===== config.mk =====
export PLATFORM = sky130hd
export DESIGN_NAME = life_generation_word_stream
export DESIGN_NICKNAME = d
export VERILOG_FILES = /design/src/sv/lgws_pkg.sv /design/src/sv/lgws_ram.sv /design/src/sv/lgws_calc.sv /design/src/sv/life_generation_word_stream.sv
export VERILOG_INCLUDE_DIRS = /design/src /design/src/sv
export SDC_FILE = /design/constraint.sdc
export NUM_CORES = 2
export LEC_CHECK = 0
export BUFFER_PORTS_ARGS = -buffer_cell sky130_fd_sc_hd__buf_4
export CAP_MARGIN = 20
export CORE_MARGIN = 2
export CORE_UTILIZATION = 57
export DETAILED_ROUTE_END_ITERATION = 8
export GPL_ROUTABILITY_DRIVEN = 0
export HOLD_SLACK_MARGIN = 0.08
export PLACE_DENSITY = 0.81
export SLEW_MARGIN = 40
export SYNTH_ARGS = -nofsm -noshare
export SYNTH_HDL_FRONTEND = slang
export SYNTH_SLANG_ARGS = --single-unit

===== constraint.sdc =====
create_clock -name clk -period 4.2 [get_ports clk]
set_input_delay 0.21 -clock clk [delete_from_list [all_inputs] [get_ports clk]]
set_output_delay 0.21 -clock clk [all_outputs]
set_load 0.01 [all_outputs]

===== src/sv/life_generation_word_stream_assert.svh =====
// Assertion macros for the block's top module.
`ifndef LIFE_GENERATION_WORD_STREAM_ASSERT_SVH
`define LIFE_GENERATION_WORD_STREAM_ASSERT_SVH

`ifndef ASSERT_OFF

`define LGWS_ASSERT_IMP(label, clk, rst_n, pre, post) \
    label: assert property (@(posedge clk) disable iff (!rst_n) (pre) |-> (post)) \
        else $error("lgws: same-cycle check failed");

`define LGWS_ASSERT_NEXT(label, clk, rst_n, pre, post) \
    label: assert property (@(posedge clk) disable iff (!rst_n) (pre) |=> (post)) \
        else $error("lgws: next-cycle check failed");

`else

`define LGWS_ASSERT_IMP(label, clk, rst_n, pre, post)
`define LGWS_ASSERT_NEXT(label, clk, rst_n, pre, post)

`endif

`endif


===== src/sv/lgws_pkg.sv =====
package lgws_pkg;

    localparam int WORD_BITS  = 64;
    localparam int TOP_BIT    = 63;
    localparam int ROW_OUT_W  = 9;
    localparam int WORD_OUT_W = 4;

    // Row of a tap relative to the result row
    localparam logic [1:0] ROW_ABOVE = 2'd0;
    localparam logic [1:0] ROW_MID   = 2'd1;
    localparam logic [1:0] ROW_BELOW = 2'd2;

    // Word of a tap relative to the result word
    localparam logic [1:0] COL_WEST = 2'd0;
    localparam logic [1:0] COL_MID  = 2'd1;
    localparam logic [1:0] COL_EAST = 2'd2;

    typedef enum logic [1:0] {
        S_IDLE,
        S_READ,
        S_LAND,
        S_EMIT
    } state_t;

    // One read of the row memory as it lands in the window
    typedef struct packed {
        logic       valid;
        logic       live;
        logic [1:0] row;
        logic [1:0] col;
    } tap_t;

endpackage


===== src/sv/lgws_ram.sv =====
module lgws_ram #(
    parameter int WIDTH = 64,
    parameter int DEPTH = 48
) (
    input  logic                     clk,
    input  logic                     we,
    input  logic [$clog2(DEPTH)-1:0] waddr,
    input  logic [WIDTH-1:0]         wdata,
    input  logic                     re,
    input  logic [$clog2(DEPTH)-1:0] raddr,
    output logic [WIDTH-1:0]         rdata
);

    logic [WIDTH-1:0] mem_reg [DEPTH];
    logic [WIDTH-1:0] rdata_reg;

    always_ff @(posedge clk)
    begin
        if (we)
        begin
            mem_reg[waddr] <= wdata;
        end
        if (re)
        begin
            rdata_reg <= mem_reg[raddr];
        end
    end

    assign rdata = rdata_reg;

endmodule


===== src/sv/lgws_calc.sv =====
module lgws_calc (
    input  logic                              clk,
    input  lgws_pkg::tap_t                    land,
    input  logic [lgws_pkg::WORD_BITS-1:0]    rdata,
    output logic [lgws_pkg::WORD_BITS-1:0]    next_word
);

    localparam int WB = lgws_pkg::WORD_BITS;
    localparam int TB = lgws_pkg::TOP_BIT;

    // 3x3 window: full centre words, one edge bit from each side word
    logic [WB-1:0] centre_reg [3];
    logic [2:0]    west_reg;
    logic [2:0]    east_reg;

    logic [WB-1:0] land_word;
    logic [WB-1:0] nb [8];
    logic [WB-1:0] c0, c1, c2, c3, carry, t;

    // Cells beyond the grid read as dead
    assign land_word = land.live ? rdata : '0;

    always_ff @(posedge clk)
    begin
        if (land.valid)
        begin
            case (land.col)
                lgws_pkg::COL_WEST: west_reg[land.row]   <= land_word[TB];
                lgws_pkg::COL_MID:  centre_reg[land.row] <= land_word;
                lgws_pkg::COL_EAST: east_reg[land.row]   <= land_word[0];
                default: ;
            endcase
        end
    end

    always_comb
    begin
        nb[0] = {centre_reg[lgws_pkg::ROW_ABOVE][TB-1:0], west_reg[lgws_pkg::ROW_ABOVE]};
        nb[1] = centre_reg[lgws_pkg::ROW_ABOVE];
        nb[2] = {east_reg[lgws_pkg::ROW_ABOVE], centre_reg[lgws_pkg::ROW_ABOVE][TB:1]};
        nb[3] = {centre_reg[lgws_pkg::ROW_MID][TB-1:0], west_reg[lgws_pkg::ROW_MID]};
        nb[4] = {east_reg[lgws_pkg::ROW_MID], centre_reg[lgws_pkg::ROW_MID][TB:1]};
        nb[5] = {centre_reg[lgws_pkg::ROW_BELOW][TB-1:0], west_reg[lgws_pkg::ROW_BELOW]};
        nb[6] = centre_reg[lgws_pkg::ROW_BELOW];
        nb[7] = {east_reg[lgws_pkg::ROW_BELOW], centre_reg[lgws_pkg::ROW_BELOW][TB:1]};

        c0 = '0;
        c1 = '0;
        c2 = '0;
        c3 = '0;
        // Bit-sliced ripple counter, one neighbour word per step
        for (int k = 0; k < 8; k++)
        begin
            carry = nb[k];
            t = c0 & carry; c0 = c0 ^ carry; carry = t;
            t = c1 & carry; c1 = c1 ^ carry; carry = t;
            t = c2 & carry; c2 = c2 ^ carry; carry = t;
            c3 = c3 ^ carry;
        end

        // Count of 2 or 3: born on 3, survive on 2
        t = c1 & ~c2 & ~c3;
        next_word = (c0 & t) | (centre_reg[lgws_pkg::ROW_MID] & ~c0 & t);
    end

endmodule


===== src/sv/life_generation_word_stream.sv =====
// One Life generation (B3/S23) over a grid streamed as 64-bit words in raster order.
// Input channel: cell_word with in_valid / in_stall; a word is taken when in_valid
// is high and in_stall low. Output channel: next_cells, out_row, out_word,
// run_last and frame_done with out_valid / out_stall.
// Row r word i comes out once row r+1 word i+1 has been taken; the last word of a
// row also releases the previous row's last word, and the final word of the grid
// releases the whole last row. run_last marks the last result of an input word,
// frame_done the last result of the generation.
// Each result takes nine window reads through the single read port of the row
// memory, a state for the last read to land, and one to register the result.
// A word that releases no result is taken while the sequencer stays idle; one that
// releases results stalls the input until its last result is loaded; the final
// word of the grid releases WORDS_PER_ROW + 2 results.
// Reset clears the row and word counters and out_valid; the result register and
// the row memory are not cleared, and the row memory needs no clearing pass.
// While out_stall is high the finished result holds and the sequencer waits
// before loading the next one; input words are taken only while the sequencer
// is idle, so a held result backs up into the input.
`include "life_generation_word_stream_assert.svh"

module life_generation_word_stream #(
    parameter int WORDS_PER_ROW = 16,
    parameter int GRID_ROWS     = 512
) (
    input  logic        clk,
    input  logic        rst_n,
    input  logic        in_valid,
    output logic        in_stall,
    input  logic [63:0] cell_word,
    output logic        out_valid,
    input  logic        out_stall,
    output logic [63:0] next_cells,
    output logic [8:0]  out_row,
    output logic [3:0]  out_word,
    output logic        run_last,
    output logic        frame_done
);

    localparam int WB         = lgws_pkg::WORD_BITS;
    localparam int OUT_ROW_W  = lgws_pkg::ROW_OUT_W;
    localparam int OUT_WORD_W = lgws_pkg::WORD_OUT_W;
    localparam int WORD_IDX_W = $clog2(WORDS_PER_ROW);
    localparam int ROW_W      = $clog2(GRID_ROWS);
    localparam int RAM_DEPTH  = 3 * WORDS_PER_ROW;
    localparam int ADDR_W     = $clog2(RAM_DEPTH);

    localparam logic [ADDR_W-1:0]     BASE_1    = ADDR_W'(WORDS_PER_ROW);
    localparam logic [ADDR_W-1:0]     BASE_2    = ADDR_W'(2 * WORDS_PER_ROW);
    localparam logic [WORD_IDX_W-1:0] WORD_LAST = WORD_IDX_W'(WORDS_PER_ROW - 1);
    localparam logic [ROW_W-1:0]      ROW_LAST  = ROW_W'(GRID_ROWS - 1);

    function automatic logic [1:0] slot_up(input logic [1:0] s);
        slot_up = (s == 2'd2) ? 2'd0 : s + 2'd1;
    endfunction

    function automatic logic [1:0] slot_down(input logic [1:0] s);
        slot_down = (s == 2'd0) ? 2'd2 : s - 2'd1;
    endfunction

    function automatic logic [ADDR_W-1:0] slot_base(input logic [1:0] s);
        case (s)
            2'd0:    slot_base = '0;
            2'd1:    slot_base = BASE_1;
            default: slot_base = BASE_2;
        endcase
    endfunction

    lgws_pkg::state_t state_reg, state_next;

    logic [ROW_W-1:0]      in_row_reg, in_row_next;
    logic [WORD_IDX_W-1:0] in_word_reg, in_word_next;
    logic [1:0]            in_slot_reg, in_slot_next;

    logic [ROW_W-1:0]      job_row_reg, job_row_next;
    logic [1:0]            job_slot_reg, job_slot_next;
    logic [WORD_IDX_W-1:0] job_word_reg, job_word_next;
    logic [WORD_IDX_W-1:0] job_end_reg, job_end_next;
    logic                  tail_reg, tail_next;
    logic                  frame_job_reg, frame_job_next;

    logic [1:0]            tap_row_reg, tap_row_next;
    logic [1:0]            tap_col_reg, tap_col_next;
    lgws_pkg::tap_t        land_reg, land_next;

    logic                  out_valid_reg;
    logic [WB-1:0]         next_cells_reg;
    logic [OUT_ROW_W-1:0]  out_row_reg;
    logic [OUT_WORD_W-1:0] out_word_reg;
    logic                  run_last_reg;
    logic                  frame_done_reg;

    logic                  in_acc;
    logic                  row_end;
    logic                  frame_end;
    logic                  has_prev;
    logic                  job_done;
    logic                  out_free;
    logic                  load_out;
    logic                  tap_last;
    logic                  tap_live;
    logic [1:0]            tap_slot;
    logic [WORD_IDX_W-1:0] tap_word;

    logic                  ram_we;
    logic [ADDR_W-1:0]     ram_waddr;
    logic                  ram_re;
    logic [ADDR_W-1:0]     ram_raddr;
    logic [WB-1:0]         ram_rdata;
    logic [WB-1:0]         calc_word;

    lgws_ram #(
        .WIDTH (WB),
        .DEPTH (RAM_DEPTH)
    ) u_ring (
        .clk   (clk),
        .we    (ram_we),
        .waddr (ram_waddr),
        .wdata (cell_word),
        .re    (ram_re),
        .raddr (ram_raddr),
        .rdata (ram_rdata)
    );

    lgws_calc u_calc (
        .clk       (clk),
        .land      (land_reg),
        .rdata     (ram_rdata),
        .next_word (calc_word)
    );

    assign row_end   = (in_word_reg == WORD_LAST);
    assign frame_end = row_end && (in_row_reg == ROW_LAST);
    assign has_prev  = (in_row_reg != '0) && (in_word_reg != '0);
    assign job_done  = (job_word_reg == job_end_reg);
    assign out_free  = !out_valid_reg || !out_stall;
    assign tap_last  = (tap_row_reg == lgws_pkg::ROW_BELOW) && (tap_col_reg == lgws_pkg::COL_EAST);

    // Next state
    always_comb
    begin
        state_next = state_reg;
        case (state_reg)
            lgws_pkg::S_IDLE:
            begin
                if (in_valid && has_prev)
                begin
                    state_next = lgws_pkg::S_READ;
                end
            end
            lgws_pkg::S_READ:
            begin
                if (tap_last)
                begin
                    state_next = lgws_pkg::S_LAND;
                end
            end
            lgws_pkg::S_LAND:
            begin
                state_next = lgws_pkg::S_EMIT;
            end
            lgws_pkg::S_EMIT:
            begin
                if (out_free)
                begin
                    state_next = (job_done && !tail_reg) ? lgws_pkg::S_IDLE
                                                         : lgws_pkg::S_READ;
                end
            end
            default:
            begin
                state_next = lgws_pkg::S_IDLE;
            end
        endcase
    end

    // Tap address and range check
    always_comb
    begin
        case (tap_row_reg)
            lgws_pkg::ROW_ABOVE: tap_slot = slot_down(job_slot_reg);
            lgws_pkg::ROW_MID:   tap_slot = job_slot_reg;
            default:             tap_slot = slot_up(job_slot_reg);
        endcase
        case (tap_col_reg)
            lgws_pkg::COL_WEST: tap_word = job_word_reg - WORD_IDX_W'(1);
            lgws_pkg::COL_MID:  tap_word = job_word_reg;
            default:            tap_word = job_word_reg + WORD_IDX_W'(1);
        endcase
        tap_live = 1'b1;
        if (tap_row_reg == lgws_pkg::ROW_ABOVE && job_row_reg == '0)
        begin
            tap_live = 1'b0;
        end
        if (tap_row_reg == lgws_pkg::ROW_BELOW && job_row_reg == ROW_LAST)
        begin
            tap_live = 1'b0;
        end
        if (tap_col_reg == lgws_pkg::COL_WEST && job_word_reg == '0)
        begin
            tap_live = 1'b0;
        end
        if (tap_col_reg == lgws_pkg::COL_EAST && job_word_reg == WORD_LAST)
        begin
            tap_live = 1'b0;
        end
    end

    // Outputs and datapath control
    always_comb
    begin
        in_stall = (state_reg != lgws_pkg::S_IDLE);
        in_acc   = in_valid && (state_reg == lgws_pkg::S_IDLE);
        load_out = (state_reg == lgws_pkg::S_EMIT) && out_free;

        ram_we    = in_acc;
        ram_waddr = slot_base(in_slot_reg) + ADDR_W'(in_word_reg);
        ram_re    = (state_reg == lgws_pkg::S_READ) && tap_live;
        ram_raddr = slot_base(tap_slot) + ADDR_W'(tap_word);

        land_next.valid = (state_reg == lgws_pkg::S_READ);
        land_next.live  = tap_live;
        land_next.row   = tap_row_reg;
        land_next.col   = tap_col_reg;

        in_row_next  = in_row_reg;
        in_word_next = in_word_reg;
        in_slot_next = in_slot_reg;
        if (in_acc)
        begin
            if (row_end)
            begin
                in_word_next = '0;
                in_row_next  = frame_end ? '0 : in_row_reg + ROW_W'(1);
                in_slot_next = frame_end ? 2'd0 : slot_up(in_slot_reg);
            end
            else
            begin
                in_word_next = in_word_reg + WORD_IDX_W'(1);
            end
        end

        job_row_next   = job_row_reg;
        job_slot_next  = job_slot_reg;
        job_word_next  = job_word_reg;
        job_end_next   = job_end_reg;
        tail_next      = tail_reg;
        frame_job_next = frame_job_reg;
        if (in_acc && has_prev)
        begin
            // Previous row, one word behind; at row end also its last word
            job_row_next   = in_row_reg - ROW_W'(1);
            job_slot_next  = slot_down(in_slot_reg);
            job_word_next  = in_word_reg - WORD_IDX_W'(1);
            job_end_next   = row_end ? in_word_reg : in_word_reg - WORD_IDX_W'(1);
            tail_next      = frame_end;
            frame_job_next = 1'b0;
        end
        else if (load_out)
        begin
            if (!job_done)
            begin
                job_word_next = job_word_reg + WORD_IDX_W'(1);
            end
            else if (tail_reg)
            begin
                // Flush the whole last row
                job_row_next   = job_row_reg + ROW_W'(1);
                job_slot_next  = slot_up(job_slot_reg);
                job_word_next  = '0;
                job_end_next   = WORD_LAST;
                tail_next      = 1'b0;
                frame_job_next = 1'b1;
            end
        end

        tap_row_next = tap_row_reg;
        tap_col_next = tap_col_reg;
        if (state_reg == lgws_pkg::S_READ)
        begin
            if (tap_col_reg == lgws_pkg::COL_EAST)
            begin
                tap_col_next = lgws_pkg::COL_WEST;
                tap_row_next = tap_row_reg + 2'd1;
            end
            else
            begin
                tap_col_next = tap_col_reg + 2'd1;
            end
        end
        else
        begin
            tap_row_next = lgws_pkg::ROW_ABOVE;
            tap_col_next = lgws_pkg::COL_WEST;
        end
    end

    always_ff @(posedge clk or negedge rst_n)
    begin
        if (!rst_n)
        begin
            state_reg     <= lgws_pkg::S_IDLE;
            in_row_reg    <= '0;
            in_word_reg   <= '0;
            in_slot_reg   <= 2'd0;
            job_row_reg   <= '0;
            job_slot_reg  <= 2'd0;
            job_word_reg  <= '0;
            job_end_reg   <= '0;
            tail_reg      <= 1'b0;
            frame_job_reg <= 1'b0;
            tap_row_reg   <= lgws_pkg::ROW_ABOVE;
            tap_col_reg   <= lgws_pkg::COL_WEST;
            land_reg      <= '0;
            out_valid_reg <= 1'b0;
        end
        else
        begin
            state_reg     <= state_next;
            in_row_reg    <= in_row_next;
            in_word_reg   <= in_word_next;
            in_slot_reg   <= in_slot_next;
            job_row_reg   <= job_row_next;
            job_slot_reg  <= job_slot_next;
            job_word_reg  <= job_word_next;
            job_end_reg   <= job_end_next;
            tail_reg      <= tail_next;
            frame_job_reg <= frame_job_next;
            tap_row_reg   <= tap_row_next;
            tap_col_reg   <= tap_col_next;
            land_reg      <= land_next;
            if (load_out)
            begin
                out_valid_reg <= 1'b1;
            end
            else if (!out_stall)
            begin
                out_valid_reg <= 1'b0;
            end
        end
    end

    // Result word; holds while stalled
    always_ff @(posedge clk)
    begin
        if (load_out)
        begin
            next_cells_reg <= calc_word;
            out_row_reg    <= OUT_ROW_W'(job_row_reg);
            out_word_reg   <= OUT_WORD_W'(job_word_reg);
            run_last_reg   <= job_done && !tail_reg;
            frame_done_reg <= job_done && frame_job_reg;
        end
    end

    assign out_valid  = out_valid_reg;
    assign next_cells = next_cells_reg;
    assign out_row    = out_row_reg;
    assign out_word   = out_word_reg;
    assign run_last   = run_last_reg;
    assign frame_done = frame_done_reg;

    `LGWS_ASSERT_IMP(a_frame_is_last, clk, rst_n, out_valid_reg && frame_done_reg, run_last_reg)
    `LGWS_ASSERT_IMP(a_load_when_free, clk, rst_n, load_out, !out_valid_reg || !out_stall)
    `LGWS_ASSERT_NEXT(a_frame_wrap, clk, rst_n, in_acc && frame_end, in_row_reg == '0 && in_word_reg == '0)
    `LGWS_ASSERT_IMP(a_job_in_order, clk, rst_n, state_reg != lgws_pkg::S_IDLE, job_word_reg <= job_end_reg)

endmodule


# Yosys cells after proc, flatten, opt, wreduce, memory -nomap -nowiden
# Memories as Yosys holds them, arrays and structs flattened. A register that Yosys moved wholly into a read port is not among the register bits.
# Cells that the tools add are included.
[word_totals]
regBits = 134
ramBits = 3264
input_bits = 68
output_inout_bits = 81
elab_cells = 217
memories = 2
[mem_list]
columns = ["name", "words", "width", "rd", "rd_clocked_by_memory_dff", "wr", "line", "text"]
rows = [
  ["u_ring.mem_reg", 48, 64, 1, 1, 1, "lgws_ram.sv:14", "logic [WIDTH-1:0] mem_reg [DEPTH];"],
  ["u_calc.centre_reg", 3, 64, 3, 0, 1, "lgws_calc.sv:12", "logic [WB-1:0] centre_reg [3];"],
]
[op_classes]
addsub = 15
n_lt_le_gt_ge = 2
n_eq_ne = 24
n_mux = 60
n_bitwise = 49
n_reduce_logical = 41
[op_table]
columns = ["cell", "count"]
rows = [
  ["64-bit AND", 23],
  ["64-bit bitwise XOR", 22],
  ["64-bit inverter", 3],
  ["64-bit two-way mux", 1],
  ["64-bit bitwise OR", 1],
  ["9-bit two-way mux", 5],
  ["4-bit two-way mux", 10],
  ["2-bit two-way mux", 16],
  ["6-bit one-hot mux with 2 select lines", 2],
  ["1-bit two-way mux", 20],
  ["9-bit by 1-bit adder with 9-bit output (second input constant)", 2],
  ["9-bit == test (second input constant)", 2],
  ["1-bit logical AND", 15],
  ["2-bit == test (second input constant)", 7],
  ["2-bit zero test", 7],
  ["6-bit by 4-bit adder with 6-bit output", 2],
  ["2-bit by 1-bit == test with 1-bit output (second input constant)", 6],
  ["2-bit AND reduction", 5],
  ["9-bit zero test", 1],
  ["9-bit nonzero test", 1],
  ["9-bit by 1-bit subtractor with 9-bit output (second input constant)", 1],
  ["2-bit by 1-bit adder with 2-bit output (second input constant)", 4],
  ["4-bit by 1-bit adder with 4-bit output (second input constant)", 2],
  ["4-bit == test (second input constant)", 2],
  ["other kinds (19)", 31],
]

# Longest topological paths before layout
[logic_depth]
depth_word = 14
mapped_depth = 13
mapped_depth_nobuf = 13

# Modules after synthesis
# Synthesis repeated with hierarchy kept, for this count alone.
[hier_totals]
hier_cells = 7623
hier_area_um2 = 151514.1
[modules_own_cells]
columns = ["module", "n_inst", "cells_per_inst", "area_per_inst_um2", "seq_area_each_um2"]
rows = [
  ["lgws_ram", 1, 5157, 119138.0, 94170.3],
  ["lgws_calc", 1, 2074, 26942.1, 5945.7],
  ["life_generation_word_stream", 1, 392, 5434.0, 3598.5],
]

# Worst setup path before layout
# No wires, ideal clock.
[synth_timing]
kind = "reg2reg"
start = "reg state_reg[0]"
end = "mem u_ring.mem_reg[45][0] (enable)"
setup_ns = 0.487
arrival_ns = 4.043
t_required_ns = 3.713
path_slack_ns = -0.329
stages_incl_launch_ff = 7
n_path_buf = 1
path_cell_list = "dfrtp_1 -> inv_1 -> ha_1 -> and2_1 -> clkbuf_1 -> nand3_1 -> nor2_1"
[synth_between]
elab_chain_len = 4
[synth_lines]
columns = ["element", "line", "text"]
rows = [
  ["from (decl)", "life_generation_word_stream.sv:68", "lgws_pkg::state_t state_reg, state_next;"],
  ["from (signal assigned)", "life_generation_word_stream.sv:301", "state_reg <= lgws_pkg::S_IDLE;"],
  ["from (signal assigned)", "life_generation_word_stream.sv:318", "state_reg <= state_next;"],
  ["2-bit zero test", "life_generation_word_stream.sv:212", "in_acc = in_valid && (state_reg == lgws_pkg::S_IDLE);"],
  ["1-bit logical AND", "life_generation_word_stream.sv:212", ""],
  ["1-bit two-way mux", "lgws_ram.sv:19", "if (we)"],
  ["1-bit two-way mux (not written as such)", "lgws_ram.sv:21", "mem_reg[waddr] <= wdata;"],
  ["to (decl)", "lgws_ram.sv:14", ""],
]
# Every way passes these cells.

==> reports/qor.txt <==
Max VDD drop -> 0.739 mV
Post-Synth Adder-Cell Area -> 11.4%
Max-slew violations -> 0
Met1 wire length -> 134 mm
Library cells used by synthesis -> 63
Final Hold Viols -> 0
WL met2 -> 194 mm
Hpwl dp -> 215 mm
Layout cells sized above 1 -> 23.0%
I/O pin total -> 149
Synth Net Count -> 9,026
H-Tree Depth -> 5
DRC -> 0
Clock sink total -> 3,462
Ys Warns -> 0
Startpoint Class -> flop
Yosys top cell by area -> edfxtp_1
Clock skew -> 0.0711 ns
Synth Area in Compound Gates -> 3.41%
Violated checks -> negative setup slack
Clk slew on worst S/H paths -> 0.05 ns
Final worst path period share -> 100%
Post-synth EDFFs -> 3,413
DIE WIDTH -> 516 um
CP Class -> reg2reg
Top cell type's share of synthesized area -> 68.5%
Slew HR -> 36.4%
Port bufs -> 148
PD cells -> 696 nW/um2
Area of the multi-input gates -> 45,300 um2
Grt ovf -> 0
Leakage -> 62.8 nW
CP most frequent cell -> ha_1
Fin cells -> 12,300
Core box area -> 262,000 um2
Violation count after the first detailed-route iteration -> 11,700
Row count -> 188
Synth Area in XOR/XNOR -> 1.29%
Worst-path fanout max -> 4
RSZ-0062 raised after global routing -> true
Final hold slack -> 0.149 ns
Pre-CTS setup slack -> -0.0811 ns
Placed Instances -> 11,400
#FFs+latches synth -> 3,462
Initial core utilization -> 57.2%
Nets@finish -> 9,797
Largest family of logic cells by synthesized area -> adder cells
Crit. End Element -> flop
Clk Latency, worst-skew pair -> 1.00 ns
Post-Syn Area -> 150,000 um2
Root Driver -> clkbuf_16
Crit path time final -> 4.20 ns
Number of flip-flops in the largest register -> 3,072
Delay-heaviest family, CP -> adder cells
Ys flop type -> edfxtp_1
Status -> finished, violations left
First-pass GRT wire length -> 575 mm
Post-Syn Area per Cell -> 19.4 um2
Met3 wire len -> 50.5 mm
Routed Antenna Nets -> 0
Area Growth Syn to Fin -> 15.6%
Vias in the first global route -> 84,100
Avg Vias per Cell -> 6.70
Antenna violations before repair -> 37
CTS buffer count -> 349
Slew @ Worst Pin -> 0.954 ns
Register area -> 104,000 um2
Avg WL per Cell -> 32.9 um
Required time of the critical path -> 4.96 ns
Worst Hold Class -> in2reg
FILL cells -> 15,800
F_max -> 238 MHz
PnR worst setup slack -> -0.00143 ns
Largest net degree at the start of global routing -> 65
Via count -> 82,200
# setup viols final -> 1
Max-Cap Viols -> 0
Post-synth ARST share -> 1.42%
Slowest cell delay on critical path -> 0.53 ns
Full die area -> 267,000 um2
Most area-consuming cells after synthesis -> edfxtp_1 68%, ha_1 8.8%, mux4_2 7.7%
Clock tree buffer depth -> 4
Post-synthesis mux area share -> 11.0%
Die height -> 516 um
CTS tree -> built
Routed Wire Length -> 403 mm
Highest metal used -> met5
Pre-antenna DRT Iters -> 7
CP bufs+invs -> 4
Slowest cell on the critical path -> fa_1
Worst EP arrival -> 4.96 ns
All-Layer GR Usage -> 30.0%
Simple-gate share of the synthesized area -> 1.94%
Critical path cell sequence -> buf_4 > buf_6 > fa_1 > ha_2 > inv_1 > fa_1 > inv_1 > ha_1 > fa_1 > ha_1 > ha_1 > ha_1 > xor2_1 > xnor2_1 > nor4b_2
Seq/Total Area, Yosys -> 69.3%
Synth Instances -> 7,714
## path summary, 6_finish.rpt
kind / slack [ns] / cells after the start / startpoint / endpoint
worst max register to register: -0.001 / 15 / u_calc.centre_reg[0][40] / next_cells[39]
worst max-delay path: -0.001 / 15 / u_calc.centre_reg[0][40] / next_cells[39]
max in group asynchronous: 3.64 / 4 / rst_n / land_reg[4]
worst min register to register: 0.43 / 0 / tap_row_reg[0] / land_reg[2]
min in group asynchronous: 0.30 / 4 / rst_n / in_row_reg[4]
worst min-delay path: 0.15 / 4 / in_valid / in_word_reg[3]
## where the power goes
group          internal [mW]  switching (mW)
Sequential              40.6           0.775
Clock                   17.4            13.0
Combinational           20.4            28.3
## layout by cell type, fill, tap and decap left out, types with 128 or more instances in the layout
master	synthesis	layout
mux4_2	510	510
a221oi_1	180	180
buf_12	0	128
inv_1	277	260
edfxtp_1	3413	3413
mux2i_1	501	501
ha_1	1052	908
a22oi_1	317	317
fa_1	192	192
clkbuf_16	0	356
xnor2_1	143	128
buf_4	13	491
## worst register-to-register path, cell delays in order, from the launching register on
cell and delay (ns):
edfxtp_1 0.46, buf_4 0.17, buf_6 0.11, fa_1 0.50, ha_2 0.18, inv_1 0.06
fa_1 0.53, inv_1 0.04, ha_1 0.18, fa_1 0.44, ha_1 0.30, ha_1 0.28
ha_1 0.19, xor2_1 0.17, xnor2_1 0.14, nor4b_2 0.27
## kinds of logic (layout without fill, tap and decap cells)
group | after synthesis | count (layout)
AOI/OAI and AO/OA | 644 | 644
xor gates and xnor gates | 217 | 217
adders and majority gates | 1244 | 1244
buffers and inverters | 602 | 1632
DFF | 3462 | 3462
muxes | 1012 | 1012
other | 0 | 14
and+or+nand+nor | 533 | 533
## cells in the mapped netlist (65+ instances only)
cell and number:
nor2_1 149, nand4_1 72, and2_1 70, fa_1 192, xor2_1 72, nand2_1 85
clkbuf_1 151, nor4b_1 65, edfxtp_1 3413, buf_2 139, mux2i_1 501, mux4_2 510
a22oi_1 317, inv_1 277, ha_1 1052, a221oi_1 180, xnor2_1 143
## through the flow
stage	setup TNS [ns]	area (um2)	utilization [%]	power (mW)
after global placement	0	158000	60.5	85.3
final	-0.00143	173000	66.1	120
after CTS	-0.0847	171000	65.1	118
after detailed placement	-0.313	159000	60.6	87.1
after floorplan	-576.32	150000	-	68.6
after global routing	-2.03	173000	66.1	124
## what timing repair did
action                                 in CTS  in global routing
setup buffers                              27                147
pin swaps                                   1                235
gates resized for setup                     5                296
setup endpoints to repair                  13                 67
hold buffers                               70                  0
endpoints found under the hold margin    3149                  0
## layer usage
| layer | up-vias | track usage [%] |
|---|---|---|
| met1 | 41800 | 36.7 |
| li1 | 32600 | - |
| met5 | - | 0 |
| met3 | 1496 | 8.59 |
| met2 | 6348 | 48.7 |
| met4 | 30 | 15.9 |
## layout make-up
type                       instances  share of cell area, %
inverter                         278                  0.604
sequential                      3462                   59.9
clock buffer                     424                   5.31
antenna                           14                 0.0202
tap                             3515                   2.54
timing repair buffer             744                   4.45
clock inverter                   186                   1.03
multi-input combinational       3650                   26.1
(Power assumes the default switching activity.)
